--- src/hdl/abkf_pkg.sv ---
`timescale 1ns / 1ps
// abkf_pkg: shared types, op and operand codes, saturation and the step table
// for the angle/bias Kalman filter. No dependencies.
package abkf_pkg;

  localparam int DATA_WIDTH = 32;
  localparam int WORD_BITS  = (DATA_WIDTH > 32) ? 32 : DATA_WIDTH;
  localparam int FRAC_COV   = 24;
  localparam int CFG_BITS   = 31;
  localparam int IDX_BITS   = 3;

  typedef logic signed [31:0] word_t;
  typedef logic [CFG_BITS-1:0] cfg_word_t;
  typedef logic [IDX_BITS-1:0] cfg_idx_t;

  localparam logic signed [63:0] SAT_HI = (64'sd1 <<< (WORD_BITS - 1)) - 64'sd1;
  localparam logic signed [63:0] SAT_LO = -SAT_HI - 64'sd1;

  // register indexes
  localparam cfg_idx_t REG_ANGLE_NOISE = 3'd0;
  localparam cfg_idx_t REG_BIAS_NOISE  = 3'd1;
  localparam cfg_idx_t REG_MEAS_NOISE  = 3'd2;
  localparam cfg_idx_t REG_TIME_STEP   = 3'd3;

  localparam cfg_word_t RST_ANGLE_NOISE = 31'd16777;
  localparam cfg_word_t RST_BIAS_NOISE  = 31'd50331;
  localparam cfg_word_t RST_MEAS_NOISE  = 31'd503316;
  localparam cfg_word_t RST_TIME_STEP   = 31'd167772;

  // shared unit ops
  typedef logic [1:0] op_t;
  localparam op_t OP_ADD = 2'd0;
  localparam op_t OP_SUB = 2'd1;
  localparam op_t OP_MUL = 2'd2;
  localparam op_t OP_DIV = 2'd3;

  // operand / destination codes
  typedef logic [4:0] src_t;
  localparam src_t SRC_Z     = 5'd0;
  localparam src_t SRC_W     = 5'd1;
  localparam src_t SRC_DT    = 5'd2;
  localparam src_t SRC_QA    = 5'd3;
  localparam src_t SRC_QB    = 5'd4;
  localparam src_t SRC_RM    = 5'd5;
  localparam src_t SRC_AE    = 5'd6;
  localparam src_t SRC_BE    = 5'd7;
  localparam src_t SRC_P00   = 5'd8;
  localparam src_t SRC_P01   = 5'd9;
  localparam src_t SRC_P10   = 5'd10;
  localparam src_t SRC_P11   = 5'd11;
  localparam src_t SRC_RATE  = 5'd12;
  localparam src_t SRC_T     = 5'd13;
  localparam src_t SRC_DP11  = 5'd14;
  localparam src_t SRC_Y     = 5'd15;
  localparam src_t SRC_S     = 5'd16;
  localparam src_t SRC_K0    = 5'd17;
  localparam src_t SRC_K1    = 5'd18;

  typedef struct packed {
    op_t  op;
    src_t sa;
    src_t sb;
    src_t dst;
  } uop_t;

  typedef struct packed {
    op_t   op;
    word_t a;
    word_t b;
  } alu_req_t;

  typedef struct packed {
    logic  start;
    word_t num;
    word_t den;
  } div_req_t;

  typedef struct packed {
    logic  done;
    word_t quot;
  } div_rsp_t;

  localparam int STEP_W = 5;
  typedef logic [STEP_W-1:0] step_t;
  localparam step_t LAST_STEP = 5'd28;

  function automatic word_t sat_word(input logic signed [63:0] v);
    word_t r;
    if (v > SAT_HI) r = 32'(SAT_HI);
    else if (v < SAT_LO) r = 32'(SAT_LO);
    else r = 32'(v);
    return r;
  endfunction

  // predict, correct, then covariance update (old P00/P01 used before overwrite)
  function automatic uop_t ucode(input step_t step);
    uop_t u;
    unique case (step)
      5'd0:    u = '{OP_SUB, SRC_W,    SRC_BE,   SRC_RATE};
      5'd1:    u = '{OP_MUL, SRC_DT,   SRC_RATE, SRC_T};
      5'd2:    u = '{OP_ADD, SRC_AE,   SRC_T,    SRC_AE};
      5'd3:    u = '{OP_MUL, SRC_DT,   SRC_P11,  SRC_DP11};
      5'd4:    u = '{OP_SUB, SRC_DP11, SRC_P01,  SRC_T};
      5'd5:    u = '{OP_SUB, SRC_T,    SRC_P10,  SRC_T};
      5'd6:    u = '{OP_ADD, SRC_T,    SRC_QA,   SRC_T};
      5'd7:    u = '{OP_MUL, SRC_DT,   SRC_T,    SRC_T};
      5'd8:    u = '{OP_ADD, SRC_P00,  SRC_T,    SRC_P00};
      5'd9:    u = '{OP_SUB, SRC_P01,  SRC_DP11, SRC_P01};
      5'd10:   u = '{OP_SUB, SRC_P10,  SRC_DP11, SRC_P10};
      5'd11:   u = '{OP_MUL, SRC_QB,   SRC_DT,   SRC_T};
      5'd12:   u = '{OP_ADD, SRC_P11,  SRC_T,    SRC_P11};
      5'd13:   u = '{OP_SUB, SRC_Z,    SRC_AE,   SRC_Y};
      5'd14:   u = '{OP_ADD, SRC_P00,  SRC_RM,   SRC_S};
      5'd15:   u = '{OP_DIV, SRC_P00,  SRC_S,    SRC_K0};
      5'd16:   u = '{OP_DIV, SRC_P10,  SRC_S,    SRC_K1};
      5'd17:   u = '{OP_MUL, SRC_K0,   SRC_Y,    SRC_T};
      5'd18:   u = '{OP_ADD, SRC_AE,   SRC_T,    SRC_AE};
      5'd19:   u = '{OP_MUL, SRC_K1,   SRC_Y,    SRC_T};
      5'd20:   u = '{OP_ADD, SRC_BE,   SRC_T,    SRC_BE};
      5'd21:   u = '{OP_MUL, SRC_K1,   SRC_P00,  SRC_T};
      5'd22:   u = '{OP_SUB, SRC_P10,  SRC_T,    SRC_P10};
      5'd23:   u = '{OP_MUL, SRC_K1,   SRC_P01,  SRC_T};
      5'd24:   u = '{OP_SUB, SRC_P11,  SRC_T,    SRC_P11};
      5'd25:   u = '{OP_MUL, SRC_K0,   SRC_P00,  SRC_T};
      5'd26:   u = '{OP_SUB, SRC_P00,  SRC_T,    SRC_P00};
      5'd27:   u = '{OP_MUL, SRC_K0,   SRC_P01,  SRC_T};
      5'd28:   u = '{OP_SUB, SRC_P01,  SRC_T,    SRC_P01};
      default: u = '{OP_ADD, SRC_Z,    SRC_Z,    SRC_T};
    endcase
    return u;
  endfunction

endpackage

--- src/hdl/abkf_in_if.sv ---
`timescale 1ns / 1ps
// abkf_in_if: input word channel (measured angle and gyro rate).
// Depends on abkf_pkg.
interface abkf_in_if;
  logic            valid;
  logic            ready;
  abkf_pkg::word_t measured_angle;
  abkf_pkg::word_t measured_rate;

  modport source (output valid, output measured_angle, output measured_rate, input ready);
  modport sink   (input valid, input measured_angle, input measured_rate, output ready);
endinterface

--- src/hdl/abkf_out_if.sv ---
`timescale 1ns / 1ps
// abkf_out_if: result word channel (filtered angle and corrected rate).
// Depends on abkf_pkg.
interface abkf_out_if;
  logic            valid;
  logic            ready;
  abkf_pkg::word_t filtered_angle;
  abkf_pkg::word_t corrected_rate;

  modport source (output valid, output filtered_angle, output corrected_rate, input ready);
  modport sink   (input valid, input filtered_angle, input corrected_rate, output ready);
endinterface

--- src/hdl/abkf_cfg_if.sv ---
`timescale 1ns / 1ps
// abkf_cfg_if: register write channel, index plus write data.
// Depends on abkf_pkg.
interface abkf_cfg_if;
  logic               valid;
  logic               ready;
  abkf_pkg::cfg_idx_t reg_index;
  logic [31:0]        wr_data;

  modport source (output valid, output reg_index, output wr_data, input ready);
  modport sink   (input valid, input reg_index, input wr_data, output ready);
endinterface

--- src/hdl/abkf_alu.sv ---
`timescale 1ns / 1ps
// abkf_alu: shared saturating add/sub and Q8.24 rounding multiply, registered output.
// Depends on abkf_pkg.
module abkf_alu (
  input  logic               clk,
  input  abkf_pkg::alu_req_t req,
  output abkf_pkg::word_t    result
);
  import abkf_pkg::*;

  logic signed [63:0] a_ext;
  logic signed [63:0] b_ext;
  logic signed [63:0] prod;
  logic signed [63:0] rnd;
  word_t              y;

  assign a_ext = 64'(req.a);
  assign b_ext = 64'(req.b);
  assign prod  = req.a * req.b;
  assign rnd   = (prod + (64'sd1 <<< (FRAC_COV - 1))) >>> FRAC_COV;

  always_comb begin
    case (req.op)
      OP_ADD:  y = sat_word(a_ext + b_ext);
      OP_SUB:  y = sat_word(a_ext - b_ext);
      OP_MUL:  y = sat_word(rnd);
      default: y = '0;
    endcase
  end

  always_ff @(posedge clk) begin
    result <= y;
  end

endmodule

--- src/hdl/abkf_div.sv ---
`timescale 1ns / 1ps
// abkf_div: gain divider, sat((num << 24) / den) truncated toward zero, zero for a zero
// den, one quotient bit a cycle. Depends on abkf_pkg.
module abkf_div (
  input  logic               clk,
  input  logic               rst,
  input  abkf_pkg::div_req_t req,
  output abkf_pkg::div_rsp_t rsp
);
  import abkf_pkg::*;

  logic        busy;
  logic [5:0]  cnt;
  logic [31:0] rem;
  logic [31:0] dvd;
  logic [31:0] dn;
  logic [31:0] q;
  logic        neg;
  logic        done;
  word_t       quot;

  logic [31:0] num_mag;
  logic [31:0] den_mag;
  logic [33:0] trial;
  logic signed [63:0] q_signed;

  assign num_mag  = req.num[31] ? 32'(-{1'b0, req.num}) : req.num;
  assign den_mag  = req.den[31] ? 32'(-{1'b0, req.den}) : req.den;
  assign trial    = {1'b0, rem, dvd[31]} - {2'b0, dn};
  assign q_signed = neg ? -signed'({32'b0, q}) : signed'({32'b0, q});

  always_ff @(posedge clk) begin
    if (rst) begin
      busy <= 1'b0;
      done <= 1'b0;
      cnt  <= '0;
    end else begin
      if (busy) begin
        if (cnt == 6'd0) begin
          busy <= 1'b0;
          done <= 1'b1;
          quot <= sat_word(q_signed);
        end else begin
          done <= 1'b0;
          cnt <= cnt - 6'd1;
          dvd <= {dvd[30:0], 1'b0};
          if (!trial[33]) begin
            rem <= trial[31:0];
            q   <= {q[30:0], 1'b1};
          end else begin
            rem <= {rem[30:0], dvd[31]};
            q   <= {q[30:0], 1'b0};
          end
        end
      end else if (req.start) begin
        neg <= req.num[31] ^ req.den[31];
        dn  <= den_mag;
        q   <= '0;
        if (den_mag == 32'd0) begin
          done <= 1'b1;
          quot <= '0;
        end else if ({8'b0, num_mag} >= {den_mag, 8'b0}) begin
          // quotient of 2^32 or more
          done <= 1'b1;
          quot <= (req.num[31] ^ req.den[31]) ? 32'(SAT_LO) : 32'(SAT_HI);
        end else begin
          done <= 1'b0;
          busy <= 1'b1;
          cnt  <= 6'd32;
          rem  <= {8'b0, num_mag[31:8]};
          dvd  <= {num_mag[7:0], 24'b0};
        end
      end else begin
        done <= 1'b0;
      end
    end
  end

  assign rsp.done = done;
  assign rsp.quot = quot;

endmodule

--- src/hdl/angle_bias_kalman_filter.sv ---
`timescale 1ns / 1ps
// angle_bias_kalman_filter: angle/bias Kalman filter sequencer and state; uses abkf_pkg,
// the abkf interfaces, abkf_alu and abkf_div.
// Each input word runs 27 add/sub/multiply steps on the ALU and 2 gain divisions;
// a division with zero variance or a gain past 32 bits skips the bit iterations.
// A new word is accepted only after the last result word is loaded.
// Reset (rst, synchronous): estimates and covariance clear, registers take defaults.
module angle_bias_kalman_filter (
  input logic       clk,
  input logic       rst,
  abkf_in_if.sink   sample,
  abkf_out_if.source result,
  abkf_cfg_if.sink  cfg
);
  import abkf_pkg::*;

  localparam logic [1:0] ST_IDLE  = 2'd0;
  localparam logic [1:0] ST_ISSUE = 2'd1;
  localparam logic [1:0] ST_WAIT  = 2'd2;
  localparam logic [1:0] ST_DONE  = 2'd3;

  logic [1:0] state;
  step_t      step;
  logic       out_valid;
  word_t      out_angle;
  word_t      out_rate;

  cfg_word_t angle_process_noise;
  cfg_word_t bias_process_noise;
  cfg_word_t measurement_noise;
  cfg_word_t time_step;

  word_t ae, be, p00, p01, p10, p11;
  word_t z, w, rate, tmp, dp11, innov, s_var, k0, k1;

  uop_t     cur;
  word_t    opa, opb;
  word_t    dt, qa, qb, rm;
  word_t    alu_y;
  word_t    res;
  logic     res_ok;
  alu_req_t alu_req;
  div_req_t div_req;
  div_rsp_t div_rsp;
  logic     load_out;

  assign dt = sat_word(signed'({33'b0, time_step}));
  assign qa = sat_word(signed'({33'b0, angle_process_noise}));
  assign qb = sat_word(signed'({33'b0, bias_process_noise}));
  assign rm = sat_word(signed'({33'b0, measurement_noise}));

  assign cur = ucode(step);

  always_comb begin
    case (cur.sa)
      SRC_Z:    opa = z;
      SRC_W:    opa = w;
      SRC_DT:   opa = dt;
      SRC_QA:   opa = qa;
      SRC_QB:   opa = qb;
      SRC_RM:   opa = rm;
      SRC_AE:   opa = ae;
      SRC_BE:   opa = be;
      SRC_P00:  opa = p00;
      SRC_P01:  opa = p01;
      SRC_P10:  opa = p10;
      SRC_P11:  opa = p11;
      SRC_RATE: opa = rate;
      SRC_T:    opa = tmp;
      SRC_DP11: opa = dp11;
      SRC_Y:    opa = innov;
      SRC_S:    opa = s_var;
      SRC_K0:   opa = k0;
      SRC_K1:   opa = k1;
      default:  opa = '0;
    endcase
    case (cur.sb)
      SRC_Z:    opb = z;
      SRC_W:    opb = w;
      SRC_DT:   opb = dt;
      SRC_QA:   opb = qa;
      SRC_QB:   opb = qb;
      SRC_RM:   opb = rm;
      SRC_AE:   opb = ae;
      SRC_BE:   opb = be;
      SRC_P00:  opb = p00;
      SRC_P01:  opb = p01;
      SRC_P10:  opb = p10;
      SRC_P11:  opb = p11;
      SRC_RATE: opb = rate;
      SRC_T:    opb = tmp;
      SRC_DP11: opb = dp11;
      SRC_Y:    opb = innov;
      SRC_S:    opb = s_var;
      SRC_K0:   opb = k0;
      SRC_K1:   opb = k1;
      default:  opb = '0;
    endcase
  end

  assign alu_req.op  = cur.op;
  assign alu_req.a   = opa;
  assign alu_req.b   = opb;
  assign div_req.start = (state == ST_ISSUE) && (cur.op == OP_DIV);
  assign div_req.num   = opa;
  assign div_req.den   = opb;

  abkf_alu u_alu (
    .clk    (clk),
    .req    (alu_req),
    .result (alu_y)
  );

  abkf_div u_div (
    .clk (clk),
    .rst (rst),
    .req (div_req),
    .rsp (div_rsp)
  );

  assign res    = (cur.op == OP_DIV) ? div_rsp.quot : alu_y;
  assign res_ok = (state == ST_WAIT) && ((cur.op != OP_DIV) || div_rsp.done);

  assign load_out = (state == ST_DONE) && (!out_valid || result.ready);

  assign sample.ready = (state == ST_IDLE);
  assign cfg.ready    = 1'b1;

  assign result.valid          = out_valid;
  assign result.filtered_angle = out_angle;
  assign result.corrected_rate = out_rate;

  // sequencer and result register
  always_ff @(posedge clk) begin
    if (rst) begin
      state     <= ST_IDLE;
      step      <= '0;
      out_valid <= 1'b0;
    end else begin
      if (load_out) out_valid <= 1'b1;
      else if (result.valid && result.ready) out_valid <= 1'b0;
      unique case (state)
        ST_IDLE: begin
          if (sample.valid) begin
            state <= ST_ISSUE;
            step  <= '0;
          end
        end
        ST_ISSUE: state <= ST_WAIT;
        ST_WAIT: begin
          if (res_ok) begin
            if (step == LAST_STEP) begin
              state <= ST_DONE;
            end else begin
              state <= ST_ISSUE;
              step  <= step + step_t'(1);
            end
          end
        end
        ST_DONE: begin
          if (load_out) begin
            state <= ST_IDLE;
          end
        end
        default: state <= ST_IDLE;
      endcase
    end
  end

  always_ff @(posedge clk) begin
    if (load_out) begin
      out_angle <= ae;
      out_rate  <= rate;
    end
    if (sample.valid && sample.ready) begin
      z <= sample.measured_angle;
      w <= sample.measured_rate;
    end
  end

  // filter state and configuration
  always_ff @(posedge clk) begin
    if (rst) begin
      ae  <= '0;
      be  <= '0;
      p00 <= '0;
      p01 <= '0;
      p10 <= '0;
      p11 <= '0;
      angle_process_noise <= RST_ANGLE_NOISE;
      bias_process_noise  <= RST_BIAS_NOISE;
      measurement_noise   <= RST_MEAS_NOISE;
      time_step           <= RST_TIME_STEP;
    end else begin
      if (cfg.valid && cfg.ready) begin
        unique case (cfg.reg_index)
          REG_ANGLE_NOISE: angle_process_noise <= cfg.wr_data[CFG_BITS-1:0];
          REG_BIAS_NOISE:  bias_process_noise  <= cfg.wr_data[CFG_BITS-1:0];
          REG_MEAS_NOISE:  measurement_noise   <= cfg.wr_data[CFG_BITS-1:0];
          REG_TIME_STEP:   time_step           <= cfg.wr_data[CFG_BITS-1:0];
          default: ;
        endcase
      end
      if (res_ok) begin
        case (cur.dst)
          SRC_AE:  ae  <= res;
          SRC_BE:  be  <= res;
          SRC_P00: p00 <= res;
          SRC_P01: p01 <= res;
          SRC_P10: p10 <= res;
          SRC_P11: p11 <= res;
          default: ;
        endcase
      end
    end
  end

  always_ff @(posedge clk) begin
    if (res_ok) begin
      case (cur.dst)
        SRC_RATE: rate  <= res;
        SRC_T:    tmp   <= res;
        SRC_DP11: dp11  <= res;
        SRC_Y:    innov <= res;
        SRC_S:    s_var <= res;
        SRC_K0:   k0    <= res;
        SRC_K1:   k1    <= res;
        default: ;
      endcase
    end
  end

`ifndef SYNTHESIS
  a_accept_starts: assert property (@(posedge clk) disable iff (rst)
    (sample.valid && sample.ready) |=> (state == ST_ISSUE) && (step == '0))
    else $error("accepted word did not start the step sequence");

  a_div_done_expected: assert property (@(posedge clk) disable iff (rst)
    div_rsp.done |-> (state == ST_WAIT) && (cur.op == OP_DIV))
    else $error("divider finished outside a division step");

  a_step_range: assert property (@(posedge clk) disable iff (rst)
    step <= LAST_STEP)
    else $error("step counter past last step");

  a_result_load: assert property (@(posedge clk) disable iff (rst)
    load_out |=> result.valid && (result.corrected_rate == $past(rate))
                 && (result.filtered_angle == $past(ae)))
    else $error("result word not loaded from final state");
`endif

endmodule
--- src/flat_wrapper.sv ---
// flat-port wrapper written by rule: the top's interface ports become plain ports
module angle_bias_kalman_filter_flat import abkf_pkg::*;
  (clk, rst, sample_valid, sample_measured_angle, sample_measured_rate, sample_ready, result_valid, result_filtered_angle, result_corrected_rate, result_ready, cfg_valid, cfg_reg_index, cfg_wr_data, cfg_ready);
  abkf_in_if sample_i ();
  abkf_out_if result_i ();
  abkf_cfg_if cfg_i ();
  input logic clk;
  input logic rst;
  input wire logic [$bits(sample_i.valid)-1:0] sample_valid;
  input wire logic [$bits(sample_i.measured_angle)-1:0] sample_measured_angle;
  input wire logic [$bits(sample_i.measured_rate)-1:0] sample_measured_rate;
  output wire logic [$bits(sample_i.ready)-1:0] sample_ready;
  output wire logic [$bits(result_i.valid)-1:0] result_valid;
  output wire logic [$bits(result_i.filtered_angle)-1:0] result_filtered_angle;
  output wire logic [$bits(result_i.corrected_rate)-1:0] result_corrected_rate;
  input wire logic [$bits(result_i.ready)-1:0] result_ready;
  input wire logic [$bits(cfg_i.valid)-1:0] cfg_valid;
  input wire logic [$bits(cfg_i.reg_index)-1:0] cfg_reg_index;
  input wire logic [$bits(cfg_i.wr_data)-1:0] cfg_wr_data;
  output wire logic [$bits(cfg_i.ready)-1:0] cfg_ready;
  assign sample_i.valid = sample_valid;
  assign sample_i.measured_angle = sample_measured_angle;
  assign sample_i.measured_rate = sample_measured_rate;
  assign sample_ready = sample_i.ready;
  assign result_valid = result_i.valid;
  assign result_filtered_angle = result_i.filtered_angle;
  assign result_corrected_rate = result_i.corrected_rate;
  assign result_i.ready = result_ready;
  assign cfg_i.valid = cfg_valid;
  assign cfg_i.reg_index = cfg_reg_index;
  assign cfg_i.wr_data = cfg_wr_data;
  assign cfg_ready = cfg_i.ready;
  angle_bias_kalman_filter u_core (.clk(clk), .rst(rst), .sample(sample_i), .result(result_i), .cfg(cfg_i));
endmodule
--- config.mk ---
export PLATFORM = sky130hd
export DESIGN_NAME = angle_bias_kalman_filter_flat
export DESIGN_NICKNAME = d
export VERILOG_FILES = /design/src/hdl/abkf_pkg.sv /design/src/hdl/abkf_in_if.sv /design/src/hdl/abkf_out_if.sv /design/src/hdl/abkf_cfg_if.sv /design/src/hdl/abkf_alu.sv /design/src/hdl/abkf_div.sv /design/src/hdl/angle_bias_kalman_filter.sv /design/src/flat_wrapper.sv
export SDC_FILE = /design/constraint.sdc
export NUM_CORES = 2
export LEC_CHECK = 0
export BUFFER_PORTS_ARGS = -buffer_cell sky130_fd_sc_hd__buf_2
export CORE_ASPECT_RATIO = 0.6
export CORE_MARGIN = 2
export CORE_UTILIZATION = 65
export CTS_BUF_LIST = sky130_fd_sc_hd__clkbuf_16
export DETAILED_ROUTE_END_ITERATION = 7
export MAX_ROUTING_LAYER = met4
export PLACE_DENSITY = 0.92
export SLEW_MARGIN = 20
export SYNTH_ARGS = -nofsm -noshare
export SYNTH_HDL_FRONTEND = slang
export SYNTH_SLANG_ARGS = --single-unit
--- constraint.sdc ---
create_clock -name clk -period 15.09 [get_ports clk]
set_input_delay 3.018 -clock clk [delete_from_list [all_inputs] [get_ports clk]]
set_output_delay 3.018 -clock clk [all_outputs]
set_load 0.1 [all_outputs]
After elaboration in Yosys (flattened, before gate mapping) --
Memories as Yosys holds them, arrays and structs flattened. A register that Yosys moved wholly into a read port is not among the register bits. Cells that the tools add are included.
Storage, ports and cells: bits in registers 877, bits in latches 0, bits in writable memories 0, memory bits (read-only) 544, bits of input ports 104, output and inout port bits 67, logic and storage cells 232, memories 1
Operators by class: add/sub/neg operators 9, multiply operators 1, divide/modulo/power cells 0, order comparisons 9, equality and inequality tests 68, shifts and indexed selects 0, mux-type cells 64, bitwise gates (word level) 3, reductions and logical operators 43
Memory list:
- (name not given) | depth 32, bits a word 17, rd ports 1, clocked after memory_dff 1, write ports 0, RTL line abkf_pkg.sv:98 | unique case (step)
Operator list (number):
- $pmux W32 S19 | 2
- $mux W32 | 31
- $eq A5 B4 Y1 const B | 24
- $pmux W32 S3 | 1
- $gt A33 B32 Y1 const B | 2
- $lt A33 B32 Y1 const B | 2
- $add A64 B25 Y64 const B | 1
- $gt A64 B32 Y1 const B | 1
- $lt A64 B32 Y1 const B | 1
- $mul A32 B32 Y64 | 1
- $mux W64 | 1
- $neg A32 Y32 | 2
- $neg A32 Y64 | 1
- $eq A5 B3 Y1 const B | 10
- $eq A5 B5 Y1 const B | 10
- $ge A32 B40 Y1 | 1
- $gt A40 B32 Y1 const B | 1
- $lt A40 B32 Y1 const B | 1
- $reduce_and A2 Y1 | 17
- $sub A33 B32 Y34 | 1
- $add A32 B32 Y33 | 1
- $sub A32 B32 Y33 | 1
- $logic_not A32 Y1 | 1
- $mux W6 | 5
- 29 further kinds | 78

Depth between registers and ports, before layout --
word-level depth 9, gate-level depth with buffers 46, gate-level depth less buffers 38

Hierarchy --
Synthesis repeated with hierarchy kept, for this count alone.
Unflattened totals: cells, all modules 8671, area total of the unflattened synthesis 82177.6 µm²
Modules (own cells, without submodules):
- abkf_alu | times used 1, cells each 4720, area each 41579.9 µm², sequential area each 640.6 µm²
- angle_bias_kalman_filter | times used 1, cells each 2828, area each 30003.8 µm², sequential area each 17396.7 µm²
- abkf_div | times used 1, cells each 1123, area each 10593.9 µm², sequential area each 4274.1 µm²

Worst setup path after synthesis --
No wires, ideal clock.
path kind flip-flop to flip-flop, from register, netlist name u_core.cur[13], to register u_core.u_alu.result[16], data arrival time 11.026 ns, required time 14.995 ns, path slack 3.969 ns, cell stages (with the launch flop) 42, buffers on the path 8, period minus slack after synthesis 11.121 ns, cells stage by stage dfxtp_1 -> clkbuf_1 -> nor4bb_1 -> nor2b_1 -> clkbuf_1 -> clkbuf_1 -> clkbuf_1 -> a22o_1 -> a221oi_1 -> and3_1 -> and3_1 -> clkbuf_1 -> clkinv_1 -> buf_1 -> ha_1 -> fa_1 -> inv_1 -> fa_1 -> (+6 left out) -> inv_1 -> fa_1 -> inv_1 -> ha_1 -> clkbuf_1 -> nand4_1 -> or4_1 -> or4_1 -> a211oi_2 -> o21ai_2 -> o221ai_1 -> nand2_1 -> xor2_1 -> or4_1 -> o31ai_4 -> buf_6 -> nand2_1 -> a221oi_1
On the way: cells in the longest elaborated chain, start to end 8
Ends and longest elaborated chain:
- $eq A5 B5 Y1 (tied with other cells) | RTL line angle_bias_kalman_filter.sv:55 | case (cur.sa)
- $pmux W32 S19 (*) | RTL line angle_bias_kalman_filter.sv:55
- $mul A32 B32 Y64 | RTL line abkf_alu.sv:19 | assign prod = req.a * req.b;
- $add A64 B25 Y64 | RTL line abkf_alu.sv:20 | assign rnd = (prod + (64'sd1 <<< (FRAC_COV - 1))) >>> FRAC_COV;
- $lt A40 B32 Y1 | RTL line abkf_pkg.sv:90 | else if (v < SAT_LO) r = 32'(SAT_LO);
- $mux W32 | RTL line abkf_pkg.sv:90
- $mux W32 | RTL line abkf_pkg.sv:89 | if (v > SAT_HI) r = 32'(SAT_HI);
- $pmux W32 S3 (*) | RTL line abkf_alu.sv:23 | case (req.op)
- net u_core.u_alu.y[16] | RTL line abkf_alu.sv:15 | word_t y;
- end signal: assignment | RTL line abkf_alu.sv:32 | result <= y;
- end: declaration | RTL line abkf_alu.sv:7 | output abkf_pkg::word_t result
The timed path passes the listed nets; every way through them passes the cells marked *. A chain may end at the register's enable or synchronous reset.

Final worst setup path --
from register, netlist name u_core.cur[7], to register u_core.u_alu.result[16]
On the way: cells in the longest elaborated chain, start to end 8
Ends and longest elaborated chain:
- $eq A5 B5 Y1 (tied with other cells) | RTL line angle_bias_kalman_filter.sv:77 | case (cur.sb)
- $pmux W32 S19 (*) | RTL line angle_bias_kalman_filter.sv:77
- $mul A32 B32 Y64 | RTL line abkf_alu.sv:19
- $add A64 B25 Y64 | RTL line abkf_alu.sv:20
- $lt A40 B32 Y1 | RTL line abkf_pkg.sv:90
- $mux W32 | RTL line abkf_pkg.sv:90
- $mux W32 | RTL line abkf_pkg.sv:89
- $pmux W32 S3 (*) | RTL line abkf_alu.sv:23
- net u_core.u_alu.y[16] | RTL line abkf_alu.sv:15
Marked as above.

==> run_results.csv <==
group,metric,value,unit
outcome,outcome,"finished, violations left",
outcome,violations,"DRC",
detailed_routing,vias_per_cell,6.96,
synthesis,ys_ff_latch,870,
worst_setup_path,crit_path_end_kind,"flop",
cells_and_area,design_area,87100,sq um
grt,grt_pass1_vias,71268,
synthesis,synth_seq_area_share,27.6,%
die,io_pins,171,
pwr,p_int,9.98,mW
synthesis,postSynthAreaPerCell,9.44,sq um
detailed_routing,wl_per_cell,31.6,um
detailed_routing,dr_total_vias,72162,
die,dieArea,127000,sq um
die,floorplan.initialDensity,65.4,%
pwr,p_comb_share,77.6,%
timing,setup_tns,0,ps
synthesis,synth_edf_count,489,
detailed_routing,routed_wirelength,328000,um
detailed_routing,firstDrtPassIters,8,
worst_setup_path,cpMostUsedCell,"fa_1",
detailed_routing,postRouteAntennaNets,0,
cells_and_area,drive_above_1_share,8.89,%
pwr,p_per_area,248,nW/um^2
cells_and_area,layout.cells.most_common_list,"inv_1, fa_1, nand2_1",
timing,fmaxAchievable,69.6,MHz
cts,cts_sinks,870,
pwr,ir_worst_vdd,891,uV
hold_path,hp-class,"flop to flop",
cts,clkSlewWorstSetupHoldPaths,70,ps
job,maxCapViolations,0,
pwr,pwr-share-seq,12.7,%
synthesis,yosysUniqueCellTypes,118,
pwr,power.leakage,37.7,nW
timing,finClkSkew,73.4,ps
synthesis,synth_top_area_share,26.8,%
place,dpl_cell_area,84500,sq um
pwr,p_switching,11.6,mW
synthesis,yosys_most_used_dff,"edfxtp_1",
timing,fin_ws,718,ps
synthesis,synth_area_leaders,"fa_1, edfxtp_1, dfxtp_1",
timing,post-route-period-util,95.2,%
timing,maxSlewHeadroom,10.0,%
pwr,p_sw_share,53.8,%
worst_setup_path,critPathSlowestCell,"dfxtp_1",
worst_setup_path,arrival,14940,ps
grt,grt.total_usage,52.7,%
cts,cts-htree-levels,3,
cells_and_area,layout_commonest_cell,"inv_1",
place,gp_congestion,1.09,
cts,clockRootBuffer,"clkbuf_16",
timing,final-setup-viol-count,0,
synthesis,syn-num-nets,10082,
timing,rsz0062_at_grt,"no",
die,core_area,124000,sq um
cts,post-cts-setup-buffers,0,
detailed_routing,drc,67,
pwr,clkPwrFrac,9.6,%
worst_setup_path,cpPeakStageDelay,960,ps
die,die_height,277,um
timing,worstMarginPinSlew,1350,ps
cells_and_area,final_nets,10130,
worst_setup_path,worstPathMaxFanout,23,
grt,grt_max_degree,102,
cts,cts_tree,"built",
place,hpwl,240000,um
grt,antenna_found_initial,23,
place,io_buffer_count,168,
timing,hold_violations,0,
worst_setup_path,r2r_start,"u_core.cur[7]",
place,dp_slack,1640,ps
synthesis,async_flop_share,0,%
synthesis,yosysTopAreaCell,"fa_1",
cells_and_area,fin_util,70.4,%
cts,insertion_delay,740,ps
synthesis,yosysWarnings,0,
grt,grt_pass1_wl,474000,um
cts,cts.path.max_buffers,3,
timing,whs,479,ps
worst_setup_path,crit_type,"flop to flop",
timing,slew_violations,0,
worst_setup_path,required,15660,ps
worst_setup_path,setup.worst_path.start_class,"flop",
die,fp.dieW,460,um
timing,fin_crit,14370,ps
die,rows,100,
grt,grt.overflow.total,0,
detailed_routing,drt_iter0_drc,14817,
cts,hold_buffers,0,
hold_path,min-delay-start,"u_core.time_step[5]",
worst_setup_path,crit_path_start,"u_core.cur[7]",
synthesis,syn_inst,8578,
synthesis,syn-cell-area,81000,sq um
cts,cts_resized,0,
cells_and_area,areaGrowthSynthToFinish,7.60,%
cts,cts_made_buffers,81,
## stage by stage
step | power [mW] | instances
after detailed placement | 18.8 | 10175
final | 21.6 | 10363
after global placement | 18.4 | 10175
after CTS | 20.9 | 10326
after floorplan | 12.9 | 8578
after global routing | 22.8 | 10354
## routing by layer
metal	routed length [um]	vias up	GRT usage [%]
met4	22300	0	25.7
met1	117000	34539	70.3
met2	120000	7347	63.9
li1	-	28628	-
met5	0	-	-
met3	69000	1648	28.5
## worst max-delay path, delay by kind of cell (launching register included)
kind            cells  cell delay, ps
compound gates     14            3930
flops               1             960
fa+ha+maj           9            4560
simple gates        7            2580
buf+inv             7            2080
## final timing paths
| path | to | slack (ps) | cells past startpoint |
|---|---|---|---|
| setup / recovery | u_core.u_alu.result[16] | 720 | 37 |
| hold / removal | u_core.time_step[5] | 480 | 2 |
| setup reg to reg | u_core.u_alu.result[16] | 720 | 37 |
| hold reg to reg | u_core.time_step[5] | 480 | 2 |
## kinds of logic (layout without fill, tap and decap cells)
group           after synthesis  in the layout  share of synthesized area (%)
other cells                   1             38                        0.00463
flops                       870            870                           27.6
fa+ha+maj                  1400           1400                           31.7
xor+xnor                    220            220                           2.38
mux                          73             73                          0.909
simple gates               2637           2637                           15.1
compound gates             1560           1560                           13.7
buf+inv                    1817           1933                           8.69
## power groups by stage
stage               combinational [mW]  clock (mW)  sequential (mW)
global route                      17.9        2.15             2.75
finish                            16.8        2.08             2.75
global placement                  15.6           0             2.80
floorplan                         10.2           0             2.78
CTS                               16.1        2.06             2.75
detailed placement                16.0           0             2.80
## area by class of cell
type,instances,area (sq um)
multi-input combinational,5891,51900
fill,9044,36600
sequential,870,22300
inverter,1280,4810
timing repair buffer,502,3420
tap,1632,2040
clock buffer,81,2030
clock inverter,70,527
antenna,37,92.6
## synthesized netlist by cell type (all sizes together), types with 30 or more instances
cell	n
a22o	59
dfxtp	381
a2111oi	36
buf	140
edfxtp	489
nor2b	47
a221oi	31
and3	191
clkbuf	397
a211oi	207
inv	1262
ha	315
and4	46
a21oi	320
a21o	53
xor2	72
nand2b	40
nor3	69
fa	1085
nand3	90
nor4	30
nand2	970
nor2	837
o21ai	182
a22oi	390
a31oi	52
nand3b	41
nand4	68
xnor2	148
mux2i	69
and2	133
Note: power is estimated with default switching activity, not from simulation.
